<file path="config.mk">
export PLATFORM = sky130hd
export DESIGN_NAME = uint128_mul_div_mod_unit_top
export DESIGN_NICKNAME = d
export VERILOG_FILES = /design/src/rtl/uim_pkg.sv /design/src/rtl/uint128_mul_div_mod_unit_top.sv /design/src/rtl/uim_core.sv /design/src/rtl/uim_out_reg.sv
export VERILOG_INCLUDE_DIRS = /design/src /design/src/rtl
export SDC_FILE = /design/constraint.sdc
export NUM_CORES = 2
export LEC_CHECK = 0
export BUFFER_PORTS_ARGS = -buffer_cell sky130_fd_sc_hd__buf_2
export CORE_ASPECT_RATIO = 1.1
export CORE_MARGIN = 5
export CORE_UTILIZATION = 29
export CTS_CLUSTER_SIZE = 20
export DETAILED_ROUTE_END_ITERATION = 10
export PLACE_DENSITY_LB_ADDON = 0.12
export REMOVE_ABC_BUFFERS = 1
export SLEW_MARGIN = 10
export SYNTH_ARGS = -nofsm -noshare
export SYNTH_HDL_FRONTEND = slang
export SYNTH_SLANG_ARGS = --single-unit
</file>
<file path="constraint.sdc">
create_clock -name clk -period 10.5 [get_ports clk]
set_input_delay 3.15 -clock clk [delete_from_list [all_inputs] [get_ports clk]]
set_output_delay 3.15 -clock clk [all_outputs]
set_load 0.005 [all_outputs]
</file>
<file path="src/rtl/uint128_mul_div_mod_unit_top_defines.svh">
// Assertion macros shared by the 128-bit multiply/divide unit RTL.
`ifndef UINT128_MUL_DIV_MOD_UNIT_TOP_DEFINES_SVH
`define UINT128_MUL_DIV_MOD_UNIT_TOP_DEFINES_SVH

`ifndef SYNTHESIS

// Clocked property, disabled while reset is asserted.
`define UIM_ASSERT(label, prop) \
	label: assert property (@(posedge clk) disable iff (!arst_n) prop) \
		else $error("uim assertion failed");

// Same-cycle implication from a condition to a consequence.
`define UIM_ASSERT_IMPL(label, ante, cons) \
	label: assert property (@(posedge clk) disable iff (!arst_n) (ante) |-> (cons)) \
		else $error("uim implication failed");

`else

`define UIM_ASSERT(label, prop)
`define UIM_ASSERT_IMPL(label, ante, cons)

`endif

`endif

</file>
<file path="src/rtl/uim_pkg.sv">
// Shared constants and types for the 128-bit multiply/divide unit.
package uim_pkg;

	localparam int WORD_W = 64;
	localparam int OPND_W = 2 * WORD_W;
	localparam int CNT_W  = $clog2(OPND_W);
	localparam int OP_W   = 2;

	localparam logic [CNT_W-1:0] CNT_LAST = CNT_W'(OPND_W - 1);

	localparam logic [OP_W-1:0] OP_MUL = 2'd0;
	localparam logic [OP_W-1:0] OP_DIV = 2'd1;
	localparam logic [OP_W-1:0] OP_MOD = 2'd2;

	typedef struct packed {
		logic [WORD_W-1:0] result_hi;
		logic [WORD_W-1:0] result_lo;
		logic              div_by_zero;
	} res_t;

endpackage

</file>
<file path="src/rtl/uint128_mul_div_mod_unit_top.sv">
// Unsigned 128-bit multiply / divide / modulo unit, top level.
//
// Requests arrive on the s_axis channel: tuser carries the operation (0 multiply,
// 1 divide, 2 modulo), tdata the two 128-bit operands as 64-bit words. Each request
// gives one result on m_axis: tdata holds the 128-bit result, tuser the
// divide-by-zero flag. Multiply wraps modulo 2^128; divide truncates; modulo gives
// the remainder. A zero divisor returns zero with the flag set; code 3 returns zero.
//
// One request is worked at a time. The bit-serial engine runs its shift-add or
// restore-subtract loop over all 128 operand bits, one operand bit per cycle, and then
// hands the result to the output register that drives m_axis; a zero divisor or unused
// code skips the loop. The engine takes no new request until its result has moved
// into the output register.
//
// Reset clears the engine and the output register; s_axis_tready is high from reset on.
// When the receiver stalls, the finished result waits in the output register and the
// engine takes the next request; a second result then waits in the engine, and
// s_axis_tready stays low until the output register drains.
module uint128_mul_div_mod_unit_top (
	input  logic         clk,
	input  logic         arst_n,
	input  logic         s_axis_tvalid,
	output logic         s_axis_tready,
	// left_hi [63:0], left_lo [127:64], right_hi [191:128], right_lo [255:192]
	input  logic [255:0] s_axis_tdata,
	// op [1:0]
	input  logic [1:0]   s_axis_tuser,
	output logic         m_axis_tvalid,
	input  logic         m_axis_tready,
	// result_hi [63:0], result_lo [127:64]
	output logic [127:0] m_axis_tdata,
	// div_by_zero [0]
	output logic         m_axis_tuser
);
	import uim_pkg::*;

	logic [OPND_W-1:0] left;
	logic [OPND_W-1:0] right;
	logic              core_valid;
	logic              core_ready;
	res_t              core_res;
	res_t              out_res;

	assign left  = {s_axis_tdata[63:0], s_axis_tdata[127:64]};
	assign right = {s_axis_tdata[191:128], s_axis_tdata[255:192]};

	uim_core u_core (
		.clk       (clk),
		.arst_n    (arst_n),
		.in_valid  (s_axis_tvalid),
		.in_ready  (s_axis_tready),
		.op        (s_axis_tuser),
		.left      (left),
		.right     (right),
		.out_valid (core_valid),
		.out_ready (core_ready),
		.out_res   (core_res)
	);

	uim_out_reg u_out_reg (
		.clk       (clk),
		.arst_n    (arst_n),
		.in_valid  (core_valid),
		.in_ready  (core_ready),
		.in_res    (core_res),
		.out_valid (m_axis_tvalid),
		.out_ready (m_axis_tready),
		.out_res   (out_res)
	);

	assign m_axis_tdata = {out_res.result_lo, out_res.result_hi};
	assign m_axis_tuser = out_res.div_by_zero;

endmodule

</file>
<file path="src/rtl/uim_core.sv">
// Bit-serial engine: shift-add multiply and restoring divide, one bit per cycle.
`include "uint128_mul_div_mod_unit_top_defines.svh"

module uim_core (
	input  logic                         clk,
	input  logic                         arst_n,
	input  logic                         in_valid,
	output logic                         in_ready,
	input  logic [uim_pkg::OP_W-1:0]     op,
	input  logic [uim_pkg::OPND_W-1:0]   left,
	input  logic [uim_pkg::OPND_W-1:0]   right,
	output logic                         out_valid,
	input  logic                         out_ready,
	output uim_pkg::res_t                out_res
);
	import uim_pkg::*;

	typedef enum logic [1:0] {ST_IDLE, ST_RUN, ST_DONE} state_t;

	state_t              state_q;
	logic [CNT_W-1:0]    cnt_q;
	logic [OP_W-1:0]     op_q;
	logic [OPND_W-1:0]   x_q;
	logic [OPND_W-1:0]   y_q;
	logic [OPND_W-1:0]   acc_q;
	logic                dz_q;

	logic [OPND_W:0]     rem_sh;
	logic [OPND_W+1:0]   diff;
	logic                fits;
	logic [OPND_W-1:0]   mul_sum;
	logic                right_zero;
	logic                op_div;
	logic [OPND_W-1:0]   res_sel;

	assign rem_sh     = {acc_q, x_q[OPND_W-1]};
	assign diff       = {1'b0, rem_sh} - {2'b00, y_q};
	assign fits       = !diff[OPND_W+1];
	assign mul_sum    = acc_q + x_q;
	assign right_zero = (right == '0);
	assign op_div     = (op == OP_DIV) || (op == OP_MOD);

	always_ff @(posedge clk or negedge arst_n) begin
		if (!arst_n) begin
			state_q <= ST_IDLE;
			cnt_q   <= '0;
			op_q    <= OP_MUL;
			x_q     <= '0;
			y_q     <= '0;
			acc_q   <= '0;
			dz_q    <= 1'b0;
		end else begin
			unique case (state_q)
				ST_IDLE: begin
					if (in_valid) begin
						op_q  <= op;
						y_q   <= right;
						acc_q <= '0;
						cnt_q <= '0;
						dz_q  <= op_div && right_zero;
						if ((op == OP_MUL) || (op_div && !right_zero)) begin
							x_q     <= left;
							state_q <= ST_RUN;
						end else begin
							// zero divisor or unused code: zero result
							x_q     <= '0;
							state_q <= ST_DONE;
						end
					end
				end
				ST_RUN: begin
					if (op_q == OP_MUL) begin
						if (y_q[0]) begin
							acc_q <= mul_sum;
						end
						x_q <= {x_q[OPND_W-2:0], 1'b0};
						y_q <= {1'b0, y_q[OPND_W-1:1]};
					end else begin
						// quotient bits shift into x as dividend bits shift out
						acc_q <= fits ? diff[OPND_W-1:0] : rem_sh[OPND_W-1:0];
						x_q   <= {x_q[OPND_W-2:0], fits};
					end
					cnt_q <= cnt_q + 1'b1;
					if (cnt_q == CNT_LAST) begin
						state_q <= ST_DONE;
					end
				end
				ST_DONE: begin
					if (out_ready) begin
						state_q <= ST_IDLE;
					end
				end
				default: begin
					state_q <= ST_IDLE;
				end
			endcase
		end
	end

	always_comb begin
		case (op_q)
			OP_MUL:  res_sel = acc_q;
			OP_DIV:  res_sel = x_q;
			OP_MOD:  res_sel = acc_q;
			default: res_sel = '0;
		endcase
	end

	assign in_ready            = (state_q == ST_IDLE);
	assign out_valid           = (state_q == ST_DONE);
	assign out_res.result_hi   = res_sel[OPND_W-1:WORD_W];
	assign out_res.result_lo   = res_sel[WORD_W-1:0];
	assign out_res.div_by_zero = dz_q;

	`UIM_ASSERT(a_cnt_adv, (state_q == ST_RUN && cnt_q != CNT_LAST) |=> (state_q == ST_RUN && cnt_q == $past(cnt_q) + 1'b1))
	`UIM_ASSERT(a_res_hold, (out_valid && !out_ready) |=> (out_valid && $stable(out_res)))
	`UIM_ASSERT_IMPL(a_dz_zero, out_valid && out_res.div_by_zero, out_res.result_hi == '0 && out_res.result_lo == '0)
	`UIM_ASSERT_IMPL(a_mul_no_dz, state_q != ST_IDLE && op_q == OP_MUL, !dz_q)

endmodule

</file>
<file path="src/rtl/uim_out_reg.sv">
// Output register that holds one finished result until the receiver takes it.
`include "uint128_mul_div_mod_unit_top_defines.svh"

module uim_out_reg (
	input  logic          clk,
	input  logic          arst_n,
	input  logic          in_valid,
	output logic          in_ready,
	input  uim_pkg::res_t in_res,
	output logic          out_valid,
	input  logic          out_ready,
	output uim_pkg::res_t out_res
);
	import uim_pkg::*;

	logic valid_q;
	res_t res_q;

	assign in_ready = !valid_q || out_ready;

	always_ff @(posedge clk or negedge arst_n) begin
		if (!arst_n) begin
			valid_q <= 1'b0;
			res_q   <= '0;
		end else begin
			if (in_ready) begin
				valid_q <= in_valid;
				if (in_valid) begin
					res_q <= in_res;
				end
			end
		end
	end

	assign out_valid = valid_q;
	assign out_res   = res_q;

	`UIM_ASSERT(a_load_when_free, (in_valid && in_ready) |=> (valid_q && res_q == $past(in_res)))

endmodule

</file>
==> out/results.ini <==
[status]
status=completed

[global_route]
grt_pass1_wl_mm=269
antenna_found_initial=11
grt.overflow.total=0
grt_pass1_vias=40100
track_usage=0.232
grt_max_degree=132

[final_layout]
final_nets=6001
drive_above_1_share=0.113
fillers=15400
stdcell_area_sq_um=47700
areaGrowthSynthToFinish_pct=14.4
multi_input_area_sq_um=26100
seq_area_sq_um=13200

[setup_path]
path_delay_family=simple AND/OR/NAND/NOR gates
max_stage_delay_ns=0.78
path_cells=buf_2, nor4_1, nand4_1, nor4_1, nand2_1, a21oi_1, nor2_4, buf_4, a222oi_1, inv_1
critPathBufInv=3
cp_max_fo=85
start_kind=input pin
cp_data_arrival_time_ns=6.69
cp-end-kind=flop
reg2reg_to=u_core.acc_q[103]$_DFFE_PN0P_
cpMostUsedCell=nor4_1
required_ns=11.04
r2r-start=u_core.y_q[28]$_DFFE_PN0P_
reg2reg_slack_ns=4.60
crit_type=input pin to flop
slowest_stage=nor4_1
ff2ff_path_depth=16

[clocking]
insertion_delay_ns=0.68
cts_buffers=70
h-tree-depth=3
cts_setup_buffers=0
cts-hold-fix-buffers=0
root_buffer=clkbuf_16
cts_resized=0
cts.sink_count=526
cts_buffer_depth=3
clkTransAtPathRegs_ns=0.06
cts_tree=done

[die]
start_util=0.291
die_h_um=408
core_sq_um=143000
dieArea_sq_um=152000
ios=393
placementRows=146
die_w_um=372

[synthesis]
yosysWarnings=0
synthArstFlopShare=1.00
avgSynthCellArea_sq_um=7.89
synth-seq-area-share=0.316
synthTopCellsByArea=dfrtp_1 32%, a21oi_1 8.4%, ha_1 7.7%, o21ai_0 5.5%, nand2_1 5.2%
synth.most_common_cell=a21oi_1
syn_inst=5288
synth-edff-count=0
ys.flop_type=dfrtp_1
ys_types=89
netlist_area_sq_um=41700
yosysTopAreaCellShare=0.316
yosysTopAreaCell=dfrtp_1
ys_ff_latch=526
synth_commonest_cells=703 x a21oi_1, 574 x nand2_1, 526 x dfrtp_1

[timing]
drv_slew=0
fmax_mhz=163
min_period_ns=6.15
rsz0062_at_grt=no
setup_viol=0
slew_headroom=0.254
layout_setup_ws_ns=4.35
fin_skew_ns=0.0307
tightest_slew_ns=1.11
period_share=0.586
finalHoldViolCount=0

[min_path]
hold_path.class=flop to flop
hold_depth=1
hp-start=u_core.cnt_q[6]$_DFFE_PN0P_
worstHoldEndpoint=u_core.cnt_q[6]$_DFFE_PN0P_

[drt]
vias=41200
post_drt_wl_per_cell_um=24.4
ant_nets=0
wl_met1_mm=88.2
routed.top_layer=met5
dr_wl_met2_mm=79.5
viasPerCell=5.52
drt-total-wl_mm=182
drtIter0Drc=3882
dr.pass1.iters=10
wl_met3_mm=9.71
drc=0

[placed_design]
post-place-ws_ns=3.66
place_congestion=0.918
portBuffers=392
hpwl_mm=144
dpl_cell_area_sq_um=45400

[pwr]
powerDensity_nw_per_um2=421
leakagePower_nw=21.3
irDropWorstVdd_uv=283

[run]
maxCapViolCount=0

layer usage:
metal  vias up  GRT usage
li1      19600          -
met1     20100      0.343
met2      1214      0.357
met3       178     0.0272
met4         6     0.0601
met5         -          0
placed cells by master, fill, tap and decap left out, types with 46 or more instances in the layout:
cell,synthesis,routed
ha_1,257,257
nor4_1,50,46
mux2i_1,144,144
buf_2,36,391
nor2b_1,143,140
clkbuf_16,0,71
a21o_1,112,112
a21oi_1,703,702
buf_4,1,51
xor2_1,84,84
nor2_1,395,391
nand2_1,574,572
xnor2_1,154,154
o21bai_1,83,83
o211ai_1,65,65
dfrtp_1,526,525
nor3_1,58,58
inv_1,346,346
o21ai_0,459,459
nand4_1,127,127
a222oi_1,130,130
area by class of cell:
type,count,area share
tap,1924,0.0505
inverter,347,0.0273
sequential,526,0.276
clock inverter,29,0.00698
timing repair buffer,446,0.0506
multi-input combinational,4089,0.547
clock buffer,96,0.0417
antenna,3,0.000157
cells by family after synthesis:
kind of cell,Yosys count,share of synthesized area
compound gates,1942,0.293
simple gates,1504,0.166
buf+inv,673,0.0619
flops,526,0.316
fa+ha+maj,259,0.0781
xor+xnor,238,0.0500
mux,146,0.0351
through the flow:
step	TNS (ns)	utilization	hold slack (ns)	cells	total power, mW
final	0	0.333	0.495	7460	20.1
after detailed placement	0	0.316	0.489	7332	17.5
after CTS	0	0.333	0.498	7457	20.1
after global routing	0	0.333	0.529	7457	21.7
after global placement	0	0.316	0.475	7332	17.5
after floorplan	-3032.76	-	0.444	4962	13.4
where the power goes:
part / leakage (nW) / internal [mW] / switching, mW
Sequential: 6.50 / 3.00 / 1.15
Combinational: 13.7 / 4.73 / 8.73
Clock: 1.13 / 1.46 / 1.04
Total: 21.3 / 9.18 / 10.9
sequential cells by signal (all words and copies together), names as in the netlist:
name and count:
u_core.state_q 2, u_core.acc_q 128, u_core.x_q 128, u_core.y_q 128, u_out_reg.out_res 129, u_core.op_q 2, u_out_reg.out_valid 1, u_core.dz_q 1
u_core.cnt_q 7
worst max-delay path by stage:
stage	cells past startpoint	to	startpoint	slack, ns
floorplan	4	u_core.y_q[0]$_DFFE_PN0P_	u_core.state_q[1]$_DFFE_PN0P_	-13.07
global placement	10	u_core.x_q[97]$_DFFE_PN0P_	s_axis_tdata[151]	3.66
detailed placement	10	u_core.x_q[97]$_DFFE_PN0P_	s_axis_tdata[151]	3.66
CTS	10	u_core.x_q[97]$_DFFE_PN0P_	s_axis_tdata[151]	4.41
global route	16	u_core.acc_q[103]$_DFFE_PN0P_	u_core.y_q[28]$_DFFE_PN0P_	4.19
finish	10	u_core.x_q[92]$_DFFE_PN0P_	s_axis_tdata[151]	4.35
Note: power is estimated with default switching activity, not from simulation.
